===== config.mk =====
export PLATFORM = sky130hd
export DESIGN_NAME = alarm_zone_loop_classifier_flat
export DESIGN_NICKNAME = d
export VERILOG_FILES = /design/src/hdl/azlc_pkg.sv /design/src/hdl/azlc_req_if.sv /design/src/hdl/azlc_rsp_if.sv /design/src/hdl/azlc_ram.sv /design/src/hdl/azlc_classify.sv /design/src/hdl/alarm_zone_loop_classifier.sv /design/src/flat_wrapper.sv
export SDC_FILE = /design/constraint.sdc
export NUM_CORES = 1
export LEC_CHECK = 0
export BUFFER_PORTS_ARGS = -buffer_cell sky130_fd_sc_hd__clkbuf_2
export CAP_MARGIN = 10
export CORE_ASPECT_RATIO = 2
export CORE_MARGIN = 5
export CORE_UTILIZATION = 55
export DETAILED_ROUTE_END_ITERATION = 10
export GPL_ROUTABILITY_DRIVEN = 0
export PLACE_DENSITY = 0.72
export SYNTH_ARGS = -nofsm -noshare
export SYNTH_HDL_FRONTEND = slang
export SYNTH_SLANG_ARGS = --single-unit

===== constraint.sdc =====
create_clock -name clock -period 5.5 [get_ports clock]
set_input_delay 0.275 -clock clock [delete_from_list [all_inputs] [get_ports clock]]
set_output_delay 0.275 -clock clock [all_outputs]
set_load 0.01 [all_outputs]

===== src/hdl/azlc_pkg.sv =====
`timescale 1ns / 1ps
// ----------------------------------------------------------------------------
// azlc_pkg
// Shared types and constants of the alarm zone loop classifier.
// ----------------------------------------------------------------------------
package azlc_pkg;

   localparam int NUM_ZONES       = 16;
   localparam int ZONES_PER_GROUP = 8;
   localparam int ZONE_W          = 4;
   localparam int SAMPLE_W        = 12;
   localparam int CSR_INDEX_W     = 3;
   localparam int MASK_W          = NUM_ZONES - ZONES_PER_GROUP;

   // last loop zone: its item checks the zones 0-2 rule
   localparam logic [ZONE_W-1:0] GROUP_LAST = ZONE_W'(ZONES_PER_GROUP - 1);

   // register indexes
   localparam logic [CSR_INDEX_W-1:0] REG_ALARM_LOW   = 3'd0;
   localparam logic [CSR_INDEX_W-1:0] REG_ALARM_HIGH  = 3'd1;
   localparam logic [CSR_INDEX_W-1:0] REG_NORMAL_LOW  = 3'd2;
   localparam logic [CSR_INDEX_W-1:0] REG_NORMAL_HIGH = 3'd3;
   localparam logic [CSR_INDEX_W-1:0] REG_TAMPER_LOW  = 3'd4;
   localparam logic [CSR_INDEX_W-1:0] REG_TAMPER_HIGH = 3'd5;
   localparam logic [CSR_INDEX_W-1:0] REG_BREAK_LOW   = 3'd6;
   localparam logic [CSR_INDEX_W-1:0] REG_NORMAL_MID  = 3'd7;

   // register reset values
   localparam logic [SAMPLE_W-1:0] RST_ALARM_LOW   = 12'd1000;
   localparam logic [SAMPLE_W-1:0] RST_ALARM_HIGH  = 12'd1500;
   localparam logic [SAMPLE_W-1:0] RST_NORMAL_LOW  = 12'd1800;
   localparam logic [SAMPLE_W-1:0] RST_NORMAL_HIGH = 12'd2300;
   localparam logic [SAMPLE_W-1:0] RST_TAMPER_LOW  = 12'd2500;
   localparam logic [SAMPLE_W-1:0] RST_TAMPER_HIGH = 12'd3000;
   localparam logic [SAMPLE_W-1:0] RST_BREAK_LOW   = 12'd3500;
   localparam logic [SAMPLE_W-1:0] RST_NORMAL_MID  = 12'd2048;

   typedef enum logic [1:0] {
      ST_NORMAL = 2'd0,
      ST_EVENT  = 2'd1,
      ST_TAMPER = 2'd2,
      ST_BREAK  = 2'd3
   } status_type;

   typedef struct packed {
      logic [SAMPLE_W-1:0] alarm_low;
      logic [SAMPLE_W-1:0] alarm_high;
      logic [SAMPLE_W-1:0] normal_low;
      logic [SAMPLE_W-1:0] normal_high;
      logic [SAMPLE_W-1:0] tamper_low;
      logic [SAMPLE_W-1:0] tamper_high;
      logic [SAMPLE_W-1:0] break_low;
   } thr_type;

endpackage


===== src/hdl/azlc_req_if.sv =====
`timescale 1ns / 1ps
// ----------------------------------------------------------------------------
// azlc_req_if
// Sample channel: one zone index and its ADC reading per beat.
// ----------------------------------------------------------------------------
interface azlc_req_if;
   import azlc_pkg::*;

   logic                valid;
   logic                ready;
   logic [ZONE_W-1:0]   zone;
   logic [SAMPLE_W-1:0] sample;

   modport source (output valid, output zone, output sample, input ready);
   modport sink   (input valid, input zone, input sample, output ready);
endinterface


===== src/hdl/azlc_rsp_if.sv =====
`timescale 1ns / 1ps
// ----------------------------------------------------------------------------
// azlc_rsp_if
// Status channel: zone status, group rule flags and opto mask per beat.
// ----------------------------------------------------------------------------
interface azlc_rsp_if;
   import azlc_pkg::*;

   logic              valid;
   logic              ready;
   logic [ZONE_W-1:0] zone_out;
   logic [1:0]        status;
   logic              group_override;
   logic              emergency_new;
   logic [MASK_W-1:0] opto_mask;

   modport source (output valid, output zone_out, output status, output group_override,
                   output emergency_new, output opto_mask, input ready);
   modport sink   (input valid, input zone_out, input status, input group_override,
                   input emergency_new, input opto_mask, output ready);
endinterface


===== src/hdl/azlc_ram.sv =====
`timescale 1ns / 1ps
// ----------------------------------------------------------------------------
// azlc_ram
// Generic single-write, single-read RAM with registered read (read-first).
// ----------------------------------------------------------------------------
module azlc_ram #(
   parameter int WIDTH = 12,
   parameter int DEPTH = 16
) (
   input  logic                     clock,
   input  logic                     we,
   input  logic [$clog2(DEPTH)-1:0] waddr,
   input  logic [WIDTH-1:0]         wdata,
   input  logic                     re,
   input  logic [$clog2(DEPTH)-1:0] raddr,
   output logic [WIDTH-1:0]         rdata
);
   logic [WIDTH-1:0] mem_ff [DEPTH];
   logic [WIDTH-1:0] rdata_ff;

   always_ff @(posedge clock) begin
      if (we) begin
         mem_ff[waddr] <= wdata;
      end
      if (re) begin
         rdata_ff <= mem_ff[raddr];
      end
   end

   assign rdata = rdata_ff;
endmodule


===== src/hdl/azlc_classify.sv =====
`timescale 1ns / 1ps
// ----------------------------------------------------------------------------
// azlc_classify
// Stability test and window sort of one sample against its previous value.
// ----------------------------------------------------------------------------
module azlc_classify (
   input  azlc_pkg::thr_type              thr,
   input  logic                           is_loop,
   input  logic [azlc_pkg::SAMPLE_W-1:0]  sample,
   input  logic [azlc_pkg::SAMPLE_W-1:0]  prev,
   input  azlc_pkg::status_type           cur_status,
   output azlc_pkg::status_type           new_status
);
   import azlc_pkg::*;

   logic [SAMPLE_W:0]   two_s;
   logic [SAMPLE_W+3:0] ten_s;
   logic [SAMPLE_W+3:0] eleven_prev;
   logic                stable;
   logic                in_alarm;
   logic                in_normal;
   logic                in_tamper;
   logic                is_brk;

   // 0.5*prev < s < 1.1*prev, done as 2*s > prev and 10*s < 11*prev
   assign two_s       = {sample, 1'b0};
   assign ten_s       = {1'b0, sample, 3'b000} + {3'b000, sample, 1'b0};
   assign eleven_prev = {1'b0, prev, 3'b000} + {3'b000, prev, 1'b0} + {4'b0000, prev};
   assign stable      = (two_s > {1'b0, prev}) && (ten_s < eleven_prev);

   assign in_alarm  = (sample >= thr.alarm_low)  && (sample <= thr.alarm_high);
   assign in_normal = (sample >= thr.normal_low) && (sample <= thr.normal_high);
   assign in_tamper = (sample >= thr.tamper_low) && (sample <= thr.tamper_high);
   assign is_brk    = (sample < thr.alarm_low)   || (sample >= thr.break_low);

   always_comb begin
      new_status = cur_status;
      if (is_loop) begin
         if (stable) begin
            if (in_alarm) begin
               new_status = ST_EVENT;
            end else if (in_normal) begin
               new_status = ST_NORMAL;
            end else if (in_tamper) begin
               new_status = ST_TAMPER;
            end else if (is_brk) begin
               new_status = ST_BREAK;
            end
         end else if (is_brk) begin
            new_status = ST_BREAK;
         end
      end else if (stable) begin
         new_status = (sample <= thr.alarm_high) ? ST_EVENT : ST_NORMAL;
      end
   end
endmodule


===== src/hdl/alarm_zone_loop_classifier.sv =====
`timescale 1ns / 1ps
// ----------------------------------------------------------------------------
// alarm_zone_loop_classifier
// Per-zone sample classifier: previous samples in RAM, zone status in flops.
// ----------------------------------------------------------------------------
//  channel  dir  handshake      beat contents
//  req_bus  in   valid/ready    zone, sample
//  rsp_bus  out  valid/ready    zone_out, status, group_override,
//                               emergency_new, opto_mask
//  csr_*    in   csr_we         csr_index, csr_wdata (write only)
//
//  one beat per cycle sustained while rsp_bus.ready holds; req passes through stage 1 and the output register
//  stage 1 reads the previous sample from RAM and writes the new one (read-first)
//  stage 2 classifies, updates zone status and loads the output register
//  after reset all previous samples read as the preset 2048 via per-zone valid bits
//  rsp stall holds the output register; req keeps flowing while stage 2 can drain
// ----------------------------------------------------------------------------
module alarm_zone_loop_classifier (
   input  logic                             clock,
   input  logic                             reset,
   azlc_req_if.sink                         req_bus,
   azlc_rsp_if.source                       rsp_bus,
   input  logic                             csr_we,
   input  logic [azlc_pkg::CSR_INDEX_W-1:0] csr_index,
   input  logic [azlc_pkg::SAMPLE_W-1:0]    csr_wdata
);
   import azlc_pkg::*;

   thr_type             thr_ff, thr_in;
   logic [NUM_ZONES-1:0] prev_vld_ff, prev_vld_in;

   logic                req_fire;
   logic                s1_adv;
   logic                s1_valid_ff, s1_valid_in;
   logic [ZONE_W-1:0]   s1_zone_ff;
   logic [SAMPLE_W-1:0] s1_sample_ff;
   logic                s1_pvld_ff;

   logic [SAMPLE_W-1:0] ram_rdata;
   logic [SAMPLE_W-1:0] prev;
   status_type          cur_status;
   status_type          cls_status;
   logic                override;
   logic                em_new;
   logic                emergency_ff, emergency_in;
   status_type          status_ff [NUM_ZONES];
   status_type          status_in [NUM_ZONES];
   logic [MASK_W-1:0]   mask_next;

   logic                rsp_valid_ff, rsp_valid_in;
   logic [ZONE_W-1:0]   rsp_zone_ff;
   logic [1:0]          rsp_status_ff;
   logic                rsp_ovr_ff;
   logic                rsp_em_ff;
   logic [MASK_W-1:0]   rsp_mask_ff;

   // ---------------- configuration ----------------
   always_comb begin
      thr_in = thr_ff;
      if (csr_we) begin
         case (csr_index)
            REG_ALARM_LOW:   thr_in.alarm_low   = csr_wdata;
            REG_ALARM_HIGH:  thr_in.alarm_high  = csr_wdata;
            REG_NORMAL_LOW:  thr_in.normal_low  = csr_wdata;
            REG_NORMAL_HIGH: thr_in.normal_high = csr_wdata;
            REG_TAMPER_LOW:  thr_in.tamper_low  = csr_wdata;
            REG_TAMPER_HIGH: thr_in.tamper_high = csr_wdata;
            REG_BREAK_LOW:   thr_in.break_low   = csr_wdata;
            // the mid preset only matters at reset, so a later write has no effect
            REG_NORMAL_MID:  thr_in = thr_ff;
            default:         thr_in = thr_ff;
         endcase
      end
   end

   // ---------------- stage 1: RAM access ----------------
   assign s1_adv        = s1_valid_ff && (!rsp_valid_ff || rsp_bus.ready);
   assign req_bus.ready = !s1_valid_ff || s1_adv;
   assign req_fire      = req_bus.valid && req_bus.ready;

   always_comb begin
      s1_valid_in = s1_valid_ff;
      if (req_fire) begin
         s1_valid_in = 1'b1;
      end else if (s1_adv) begin
         s1_valid_in = 1'b0;
      end
      prev_vld_in = prev_vld_ff;
      if (req_fire) begin
         prev_vld_in[req_bus.zone] = 1'b1;
      end
   end

   azlc_ram #(
      .WIDTH (SAMPLE_W),
      .DEPTH (NUM_ZONES)
   ) u_prev_ram (
      .clock (clock),
      .we    (req_fire),
      .waddr (req_bus.zone),
      .wdata (req_bus.sample),
      .re    (req_fire),
      .raddr (req_bus.zone),
      .rdata (ram_rdata)
   );

   // ---------------- stage 2: classify and update ----------------
   assign prev       = s1_pvld_ff ? ram_rdata : RST_NORMAL_MID;
   assign cur_status = status_ff[s1_zone_ff];

   azlc_classify u_classify (
      .thr        (thr_ff),
      .is_loop    (s1_zone_ff < ZONE_W'(ZONES_PER_GROUP)),
      .sample     (s1_sample_ff),
      .prev       (prev),
      .cur_status (cur_status),
      .new_status (cls_status)
   );

   // zones 0-2 change only on their own items or the override, so the flops are current here
   assign override = (s1_zone_ff == GROUP_LAST) &&
                     (status_ff[0] == ST_BREAK) && (status_ff[1] == ST_BREAK) &&
                     (status_ff[2] == ST_BREAK);
   assign em_new   = override && !emergency_ff;

   always_comb begin
      status_in    = status_ff;
      emergency_in = emergency_ff;
      if (s1_adv) begin
         status_in[s1_zone_ff] = cls_status;
         if (override) begin
            status_in[0]          = ST_EVENT;
            status_in[1]          = ST_EVENT;
            status_in[2]          = ST_EVENT;
            status_in[GROUP_LAST] = ST_BREAK;
            emergency_in          = 1'b1;
         end
      end
      // zone 8 lands in the top mask bit
      for (int i = 0; i < MASK_W; i++) begin
         mask_next[MASK_W-1-i] = (status_in[ZONES_PER_GROUP+i] != ST_NORMAL);
      end
   end

   // ---------------- output register ----------------
   always_comb begin
      rsp_valid_in = rsp_valid_ff;
      if (s1_adv) begin
         rsp_valid_in = 1'b1;
      end else if (rsp_bus.ready) begin
         rsp_valid_in = 1'b0;
      end
   end

   always_ff @(posedge clock) begin
      if (reset) begin
         thr_ff       <= '{alarm_low:   RST_ALARM_LOW,   alarm_high:  RST_ALARM_HIGH,
                           normal_low:  RST_NORMAL_LOW,  normal_high: RST_NORMAL_HIGH,
                           tamper_low:  RST_TAMPER_LOW,  tamper_high: RST_TAMPER_HIGH,
                           break_low:   RST_BREAK_LOW};
         prev_vld_ff  <= '0;
         s1_valid_ff  <= 1'b0;
         rsp_valid_ff <= 1'b0;
         emergency_ff <= 1'b0;
         for (int i = 0; i < NUM_ZONES; i++) begin
            status_ff[i] <= ST_NORMAL;
         end
      end else begin
         thr_ff       <= thr_in;
         prev_vld_ff  <= prev_vld_in;
         s1_valid_ff  <= s1_valid_in;
         rsp_valid_ff <= rsp_valid_in;
         emergency_ff <= emergency_in;
         status_ff    <= status_in;
      end
   end

   always_ff @(posedge clock) begin
      if (req_fire) begin
         s1_zone_ff   <= req_bus.zone;
         s1_sample_ff <= req_bus.sample;
         s1_pvld_ff   <= prev_vld_ff[req_bus.zone];
      end
      if (s1_adv) begin
         rsp_zone_ff   <= s1_zone_ff;
         rsp_status_ff <= status_in[s1_zone_ff];
         rsp_ovr_ff    <= override;
         rsp_em_ff     <= em_new;
         rsp_mask_ff   <= mask_next;
      end
   end

   assign rsp_bus.valid          = rsp_valid_ff;
   assign rsp_bus.zone_out       = rsp_zone_ff;
   assign rsp_bus.status         = rsp_status_ff;
   assign rsp_bus.group_override = rsp_ovr_ff;
   assign rsp_bus.emergency_new  = rsp_em_ff;
   assign rsp_bus.opto_mask      = rsp_mask_ff;

   // ---------------- checks ----------------
   a_override_zone: assert property (@(posedge clock) disable iff (reset)
      rsp_valid_ff && rsp_ovr_ff |-> rsp_zone_ff == GROUP_LAST)
      else $error("group override on a zone other than the last loop zone");

   a_em_needs_override: assert property (@(posedge clock) disable iff (reset)
      rsp_valid_ff && rsp_em_ff |-> rsp_ovr_ff && emergency_ff)
      else $error("emergency flag without group override or latch");

   a_latch_holds: assert property (@(posedge clock) disable iff (reset)
      emergency_ff |=> emergency_ff)
      else $error("emergency latch cleared without reset");

   a_override_result: assert property (@(posedge clock) disable iff (reset)
      s1_adv && override |=> status_ff[0] == ST_EVENT && status_ff[GROUP_LAST] == ST_BREAK)
      else $error("group rule did not rewrite zone status");
endmodule

===== src/flat_wrapper.sv =====
// flat-port wrapper written by rule: the top's interface ports become plain ports
module alarm_zone_loop_classifier_flat import azlc_pkg::*;
  (clock, reset, csr_we, csr_index, csr_wdata, req_bus_valid, req_bus_zone, req_bus_sample, req_bus_ready, rsp_bus_valid, rsp_bus_zone_out, rsp_bus_status, rsp_bus_group_override, rsp_bus_emergency_new, rsp_bus_opto_mask, rsp_bus_ready);
  azlc_req_if req_bus_i ();
  azlc_rsp_if rsp_bus_i ();
  input  logic clock;
  input  logic reset;
  input  logic csr_we;
  input  logic [azlc_pkg::CSR_INDEX_W-1:0] csr_index;
  input  logic [azlc_pkg::SAMPLE_W-1:0] csr_wdata;
  input wire logic [$bits(req_bus_i.valid)-1:0] req_bus_valid;
  input wire logic [$bits(req_bus_i.zone)-1:0] req_bus_zone;
  input wire logic [$bits(req_bus_i.sample)-1:0] req_bus_sample;
  output wire logic [$bits(req_bus_i.ready)-1:0] req_bus_ready;
  output wire logic [$bits(rsp_bus_i.valid)-1:0] rsp_bus_valid;
  output wire logic [$bits(rsp_bus_i.zone_out)-1:0] rsp_bus_zone_out;
  output wire logic [$bits(rsp_bus_i.status)-1:0] rsp_bus_status;
  output wire logic [$bits(rsp_bus_i.group_override)-1:0] rsp_bus_group_override;
  output wire logic [$bits(rsp_bus_i.emergency_new)-1:0] rsp_bus_emergency_new;
  output wire logic [$bits(rsp_bus_i.opto_mask)-1:0] rsp_bus_opto_mask;
  input wire logic [$bits(rsp_bus_i.ready)-1:0] rsp_bus_ready;
  assign req_bus_i.valid = req_bus_valid;
  assign req_bus_i.zone = req_bus_zone;
  assign req_bus_i.sample = req_bus_sample;
  assign req_bus_ready = req_bus_i.ready;
  assign rsp_bus_valid = rsp_bus_i.valid;
  assign rsp_bus_zone_out = rsp_bus_i.zone_out;
  assign rsp_bus_status = rsp_bus_i.status;
  assign rsp_bus_group_override = rsp_bus_i.group_override;
  assign rsp_bus_emergency_new = rsp_bus_i.emergency_new;
  assign rsp_bus_opto_mask = rsp_bus_i.opto_mask;
  assign rsp_bus_i.ready = rsp_bus_ready;
  alarm_zone_loop_classifier u_core (.clock(clock), .reset(reset), .req_bus(req_bus_i), .rsp_bus(rsp_bus_i), .csr_we(csr_we), .csr_index(csr_index), .csr_wdata(csr_wdata));
endmodule

* After elaboration in Yosys (flattened, before gate mapping)
Memory sizes are Yosys's and may differ from the RTL's. A register that Yosys moved wholly into a read port is not among the register bits.
Cells that the tools add are included.
** Word-level totals
- Logic and storage cells :: 134
- Register bits :: 168
- Input bits :: 36
- Bits in writable memories :: 192
- Memories kept :: 1
- Output and inout bits :: 18
** Memories
- u_core.u_prev_ram.mem_ff :: words 16, width 12, read ports 1, clocked after memory_dff 1, wr ports 1, RTL line azlc_ram.sv:18 : logic [WIDTH-1:0] mem_ff [DEPTH];
** Operators by class
- Order comparisons :: 15
- Add/subtract/negate cells :: 3
- Bitwise logic cells :: 2
- Mux-type cells :: 31
- Equal/unequal tests :: 10
- Reduce and logical (&&, ||, !) cells :: 37
** Operators by type and width (count)
- 12-bit >= comparator :: 4
- 12-bit less-or-equal comparator :: 3
- 15-bit by 13-bit adder with 16-bit output :: 2
- 32-bit bitwise mux :: 1
- 32-bit 2-to-1 mux :: 1
- 2-bit 2-to-1 mux :: 13
- 2-bit nonzero test :: 10
- 16-bit by 12-bit adder with 16-bit output :: 1
- 2-bit binary-select mux with 4-bit select :: 2
- 16-bit less-than comparator :: 1
- 16-bit OR :: 1
- 2-bit AND reduction :: 8
- 13-bit by 12-bit > comparator with 1-bit output :: 1
- 1-bit logical AND :: 12
- 12-bit less-than comparator :: 1
- 12-bit 2-to-1 mux :: 1
- 3-bit equality test (second input constant) :: 3
- 1-bit 2-to-1 mux :: 9
- 2-bit demux with 4-bit select :: 1
- 2-bit equality test (second input constant) :: 3
- 3-bit by 2-bit equality test with 1-bit output (second input constant) :: 2
- 6-bit 2-to-1 mux :: 1
- 5-bit >= comparator (second input constant) :: 1
- 4-bit by 5-bit less-than comparator with 1-bit output (second input constant) :: 1
- 11 further kinds :: 15

* Logic depth before layout (Yosys ltp)
- Word-level depth :: 16
- Mapped depth :: 27
- Depth with buffers taken out :: 24

* Hierarchy
Synthesis repeated with hierarchy kept, for this count alone.
** Unflattened totals
- Cells, all modules :: 1610
- Area, all modules :: 18602.8 µm²
** Modules (own cells, without submodules)
- azlc_ram :: area an instance 7719.9 µm², times used 1, seq. area each 6125.9 µm², cells an instance 329
- alarm_zone_loop_classifier :: area an instance 6946.7 µm², times used 1, seq. area each 3693.5 µm², cells an instance 761
- azlc_classify :: area an instance 3936.3 µm², times used 1, seq. area each 0.0 µm², cells an instance 520

* Worst setup path after synthesis
Ideal clock, no wire load.
- Path type :: reg-to-reg
- From :: reg u_core.s1_pvld_ff
- To :: reg u_core.rsp_status_ff[1] (netlist: u_core.rsp_bus.status[1]), data pin
- Path buffers :: 2
- Data arrival time :: 4.813 ns
- Cell stages (with the launch flop) :: 26
- Setup slack :: 0.431 ns
- Required time :: 5.244 ns
- Cell sequence :: edfxtp_1 -> buf_2 -> clkbuf_1 -> nand2_1 -> inv_1 -> ha_1 -> ha_1 -> nor2b_1 -> o21ai_0 -> a21oi_1 -> o21ai_0 -> a21oi_1 -> o21ai_0 -> a21oi_1 -> o41ai_1 -> xnor2_1 -> ha_1 -> nand4_1 -> nor2_1 -> nor4b_1 -> nor3_2 -> nand4_1 -> a2111oi_2 -> o31a_1 -> o41a_1 -> a22o_1
** Between the ends
- Word-level cells in the longest chain between the ends :: 13
- Elaborated cells on any way between the ends :: 16
** Ends and longest elaborated chain
- from (decl) :: RTL line alarm_zone_loop_classifier.sv:37 : logic s1_pvld_ff;
- from (signal assigned) :: RTL line alarm_zone_loop_classifier.sv:182 : s1_pvld_ff <= prev_vld_ff[req_bus.zone];
- 12-bit 2-to-1 mux * :: RTL line alarm_zone_loop_classifier.sv:108 : assign prev = s1_pvld_ff ? ram_rdata : RST_NORMAL_MID;
- 15-bit by 13-bit adder with 16-bit output :: RTL line azlc_classify.sv:28 : assign eleven_prev = {1'b0, prev, 3'b000} + {3'b000, prev, 1'b0} + {4'b0000, prev};
- 16-bit by 12-bit adder with 16-bit output :: RTL line azlc_classify.sv:28
- 16-bit less-than comparator :: RTL line azlc_classify.sv:29 : assign stable = (two_s > {1'b0, prev}) && (ten_s < eleven_prev);
- 1-bit logical AND * :: RTL line azlc_classify.sv:29
- 2-bit 2-to-1 mux (on tied branches) :: RTL line azlc_classify.sv:52, azlc_classify.sv:39
- 2-bit 2-to-1 mux * :: RTL line azlc_classify.sv:38 : if (is_loop) begin
- 32-bit bitwise mux * :: RTL line alarm_zone_loop_classifier.sv:130 : status_in[s1_zone_ff] = cls_status;
- 2-bit 2-to-1 mux / 6-bit 2-to-1 mux (equally long branches) :: RTL line alarm_zone_loop_classifier.sv:131 : if (override) begin
- 32-bit 2-to-1 mux * :: RTL line alarm_zone_loop_classifier.sv:129 : if (s1_adv) begin
- 2-bit binary-select mux with 4-bit select * :: RTL line alarm_zone_loop_classifier.sv:186 : rsp_status_ff <= status_in[s1_zone_ff];
- 2-bit 2-to-1 mux (not written as such) * (2 in series) :: RTL line alarm_zone_loop_classifier.sv:186
- to (signal assigned) :: RTL line alarm_zone_loop_classifier.sv:186
- to (decl) :: RTL line alarm_zone_loop_classifier.sv:52 : logic [1:0] rsp_status_ff;
Mark *: on every way between the ends. The rest lies on a longest branch, timed or not. The select of a mux whose other input is x is not followed.
A chain may end at the register's enable or synchronous reset.

* Final worst setup path
- From :: reg u_core.u_prev_ram.rdata_ff[3] (netlist: u_core.u_prev_ram.rdata[3]), read port of u_core.u_prev_ram.mem_ff
- To :: reg u_core.rsp_status_ff[1] (netlist: u_core.rsp_bus.status[1]), data pin
** Between the ends
- Word-level cells in the longest chain between the ends :: 13
- Elaborated cells on any way between the ends :: 16
** Ends and longest elaborated chain
- from (decl) :: RTL line azlc_ram.sv:19 : logic [WIDTH-1:0] rdata_ff;
- 12-bit 2-to-1 mux * :: RTL line alarm_zone_loop_classifier.sv:108
- 15-bit by 13-bit adder with 16-bit output :: RTL line azlc_classify.sv:28
- 16-bit by 12-bit adder with 16-bit output :: RTL line azlc_classify.sv:28
- 16-bit less-than comparator :: RTL line azlc_classify.sv:29
- 1-bit logical AND * :: RTL line azlc_classify.sv:29
- 2-bit 2-to-1 mux (on tied branches) :: RTL line azlc_classify.sv:52, azlc_classify.sv:39
- 2-bit 2-to-1 mux * :: RTL line azlc_classify.sv:38
- 32-bit bitwise mux * :: RTL line alarm_zone_loop_classifier.sv:130
- 2-bit 2-to-1 mux / 6-bit 2-to-1 mux (equally long branches) :: RTL line alarm_zone_loop_classifier.sv:131
- 32-bit 2-to-1 mux * :: RTL line alarm_zone_loop_classifier.sv:129
- 2-bit binary-select mux with 4-bit select * :: RTL line alarm_zone_loop_classifier.sv:186
- 2-bit 2-to-1 mux (not written as such) * (2 in series) :: RTL line alarm_zone_loop_classifier.sv:186
Marked as above.

==> out/metrics.yaml <==
status: "finished clean"
finalClockSkew_ps: 19.6
hold_end: "u_core.rsp_bus.valid$_SDFFE_PP0P_"
slew_headroom_pct: 19.1
placement.io_buffers: 53
viasPerCell: 6.00
cts_buffers: 34
fillers: 2606
tightest_slew_ps: 1210
place_ws_ps: 108
post-route-period-util_pct: 96.5
ios: 54
drv_slew: 0
r2r_end: "u_core.rsp_bus.status[1]$_DFFE_PP_"
fin_cells: 2086
grt_overflow: 0
dpl.hpwl_mm: 31.2
core_region_area_sq_um: 32900
clkSlewWorstSetupHoldPaths_ps: 70
drc: 0
cap_viol_max_count: 0
startpoint_type: "flop"
whs_path_depth: 4
ant_nets: 0
cts_max_path_buffers: 3
wl_per_cell_um: 21.2
ir_drop_v: 0.000292
cts_sinks: 372
hp-class: "in -> reg"
utilization_pct: 62.1
dpl.cell_count: 2019
drt-pass1-iter-count: 7
crit_arrival_ps: 5580
endpoint_kind: "flop"
drt_wl_total_mm: 44.2
grtUsageTotal_pct: 23.6
drive_gt1_share_pct: 15.5
yosys_warnings: 0
area_growth_pct: 11.5
rows: 94
setup_ws_ps: 192
ys_seq_elements: 372
pwr-share-clk_pct: 38.1
leakage_nw: 7.94
required_ps: 5770
synth_most_common_cell: "edfxtp_1"
setup_viol: 0
design.die.area_sq_um: 37300
r2r-start: "u_core.u_prev_ram.rdata[3]$_DFFE_PP_"
synthArstFlopShare_pct: 0
powerDensity_nw_per_um2: 308
syn_area_per_cell_sq_um: 11.7
finalNetCount: 1805
cts-root-buf: "clkbuf_16"
sequentialPowerShare_pct: 48.9
fmax_ghz: 0.188
synth-edff-count: 237
multi_input_area_sq_um: 7920
power_report.internal_total_w: 0.00474
grt_pass1_wl_mm: 69.0
start_util_pct: 55.7
syn_nets: 1738
syn_inst: 1562
cp_max_fo: 5
reg2regPathDepth: 24
yosys.area.top_type: "edfxtp_1"
synthTopCellsByCount: "edfxtp_1, nand2_1, nor2_1, ha_1, dfxtp_1"
cts_tree: "done"
antenna_found_initial: 0
die_w_um: 139
synth_flop_cell: "edfxtp_1"
die_h_um: 268
ys_seq_area_share_pct: 53.5
path_class: "reg -> reg"
swShare_pct: 24.7
synth.area.top_cells: "edfxtp_1, dfxtp_1, ha_1, mux4_2, nand2_1"
dr.first_iter.drc_count: 944
r2r_setup_slack_ps: 190
yosysUniqueCellTypes: 74
synth_top_area_share_pct: 38.8
seq_area_sq_um: 9820
combPwrFrac_pct: 13.0
clock_latency_ps: 530
hold_violations: 0
synth.cell_area_sq_um: 18300
min-delay-start: "rsp_bus_ready"
grt_max_degree: 72
grt_pass1_vias: 12900
vias: 12500
fin_crit_ps: 5310
cts_max_level: 2
p_sw_w: 0.00156
## how the worst max path moves through the flow
stage / start / to / slack, ps / depth (start not counted)
after global placement: u_core.u_prev_ram.rdata[3]$_DFFE_PP_ / u_core.rsp_bus.status[1]$_DFFE_PP_ / 260 / 26
after floorplan: u_core.s1_pvld_ff$_DFFE_PP_ / u_core.rsp_bus.status[1]$_DFFE_PP_ / 430 / 25
after global routing: u_core.u_prev_ram.rdata[3]$_DFFE_PP_ / u_core.status_ff[27]$_SDFF_PP0_ / -60 / 25
after CTS: u_core.u_prev_ram.rdata[3]$_DFFE_PP_ / u_core.status_ff[27]$_SDFF_PP0_ / 60 / 25
after detailed placement: u_core.u_prev_ram.rdata[3]$_DFFE_PP_ / u_core.status_ff[27]$_SDFF_PP0_ / 110 / 27
final: u_core.u_prev_ram.rdata[3]$_DFFE_PP_ / u_core.rsp_bus.status[1]$_DFFE_PP_ / 190 / 24
## routing by layer
metal,part of all wire [%],GRT usage (%)
met5,0,0
met4,5.2,11.7
met3,4.0,3.21
met2,56,46.1
met1,35,24.5
## power by group through the flow
stage / logic, W / clock network, W / registers, W
global route: 0.000900 / 0.00255 / 0.00308
global placement: 0.000761 / 0 / 0.00314
floorplan: 0.000539 / 0 / 0.00313
finish: 0.000819 / 0.00240 / 0.00308
CTS: 0.000796 / 0.00245 / 0.00308
detailed placement: 0.000788 / 0 / 0.00314
## metrics by stage
step / instance area [sq um] / total power [W] / setup TNS (ps) / hold slack, ps
2_1_floorplan: 18300 / 0.00367 / 0 / 374
3_3_place_gp: 19200 / 0.00390 / 0 / 442
3_5_place_dp: 19200 / 0.00393 / 0 / 446
4_1_cts: 20300 / 0.00632 / 0 / 47.9
5_1_grt: 20400 / 0.00653 / -98.3 / 113
6_report: 20400 / 0.00630 / 0 / 54.7
## worst max-delay path, cell delays in order, from the launching register on
cell and delay [ps]:
edfxtp_1 420, xor2_1 170, and2_1 150, ha_1 280
ha_1 350, nor2b_1 150, o21ai_1 150, a21oi_1 120
o21ai_0 210, a21oi_1 120, o21ai_1 210, a21oi_2 110
o41ai_2 340, xnor2_1 190, ha_1 280, a21oi_1 130
nand2_1 60, a21oi_1 230, nand2_1 90, and3b_1 260
a211oi_1 60, buf_4 170, o31a_1 230, o41a_1 370
a22o_1 200
## sequential cells by signal (all words and copies together), names as in the netlist
name	cells
u_core.rsp_bus.opto_mask	8
u_core.rsp_bus.emergency_new	1
u_core.rsp_bus.zone_out	4
u_core.s1_pvld_ff	1
u_core.u_prev_ram.mem_ff	192
u_core.rsp_bus.valid	1
u_core.thr_ff	84
u_core.s1_zone_ff	4
u_core.s1_sample_ff	12
u_core.rsp_bus.group_override	1
u_core.prev_vld_ff	16
u_core.status_ff	32
u_core.emergency_ff	1
u_core.s1_valid_ff	1
u_core.u_prev_ram.rdata	12
u_core.rsp_bus.status	2
## kinds of logic (layout without fill, tap and decap cells)
group	after synthesis	in the layout	synth area share, %
flip-flops	372	372	53.5
other	0	1	0
adder cells (fa/ha/maj)	140	140	9.71
AND/OR/NAND/NOR	473	473	11.9
multiplexers	79	79	9.16
XOR/XNOR	27	27	1.29
buffers and inverters	182	273	3.87
AO/OA/AOI/OAI	289	289	10.6
## layout by cell type (no fill, tap or decap), types with 7 or more instances in the layout
cell type  instances
buf_4             43
a211o_1           25
and2_1            13
nand2b_1          16
nor2_1           136
nor2b_1           13
nor2_2             8
clkbuf_16         36
dfxtp_1          135
clkbuf_1           7
o21bai_1           7
nand2_1          182
mux4_2            71
a211oi_1          32
o211ai_1           7
xnor2_1           12
a21o_1            19
o22ai_1            7
nand4_1           19
ha_1             136
nand3_1           16
nand3b_1          22
o21ai_0           27
inv_1            117
mux2i_1            8
edfxtp_1         237
clkbuf_2          51
nor3_1            17
a21oi_1          102
xor2_1            14
## final cells by class
cell class              count  share of cell area (%)
repair buffers             96                    2.93
flip-flops and latches    372                    48.0
multi-input cells        1008                    38.8
clock buffers              46                    4.74
clock inverters            14                   0.741
inverters                 117                    2.15
diodes                      1                  0.0122
well taps                 432                    2.64
## what timing repair did
item	in CTS	in global routing
hold buffers	1	0
setup buffers	0	5
gates resized for setup	0	16
hold endpoints to repair	1	0
setup endpoints to repair	0	42
No activity file was read; power rests on OpenSTA's default activity.
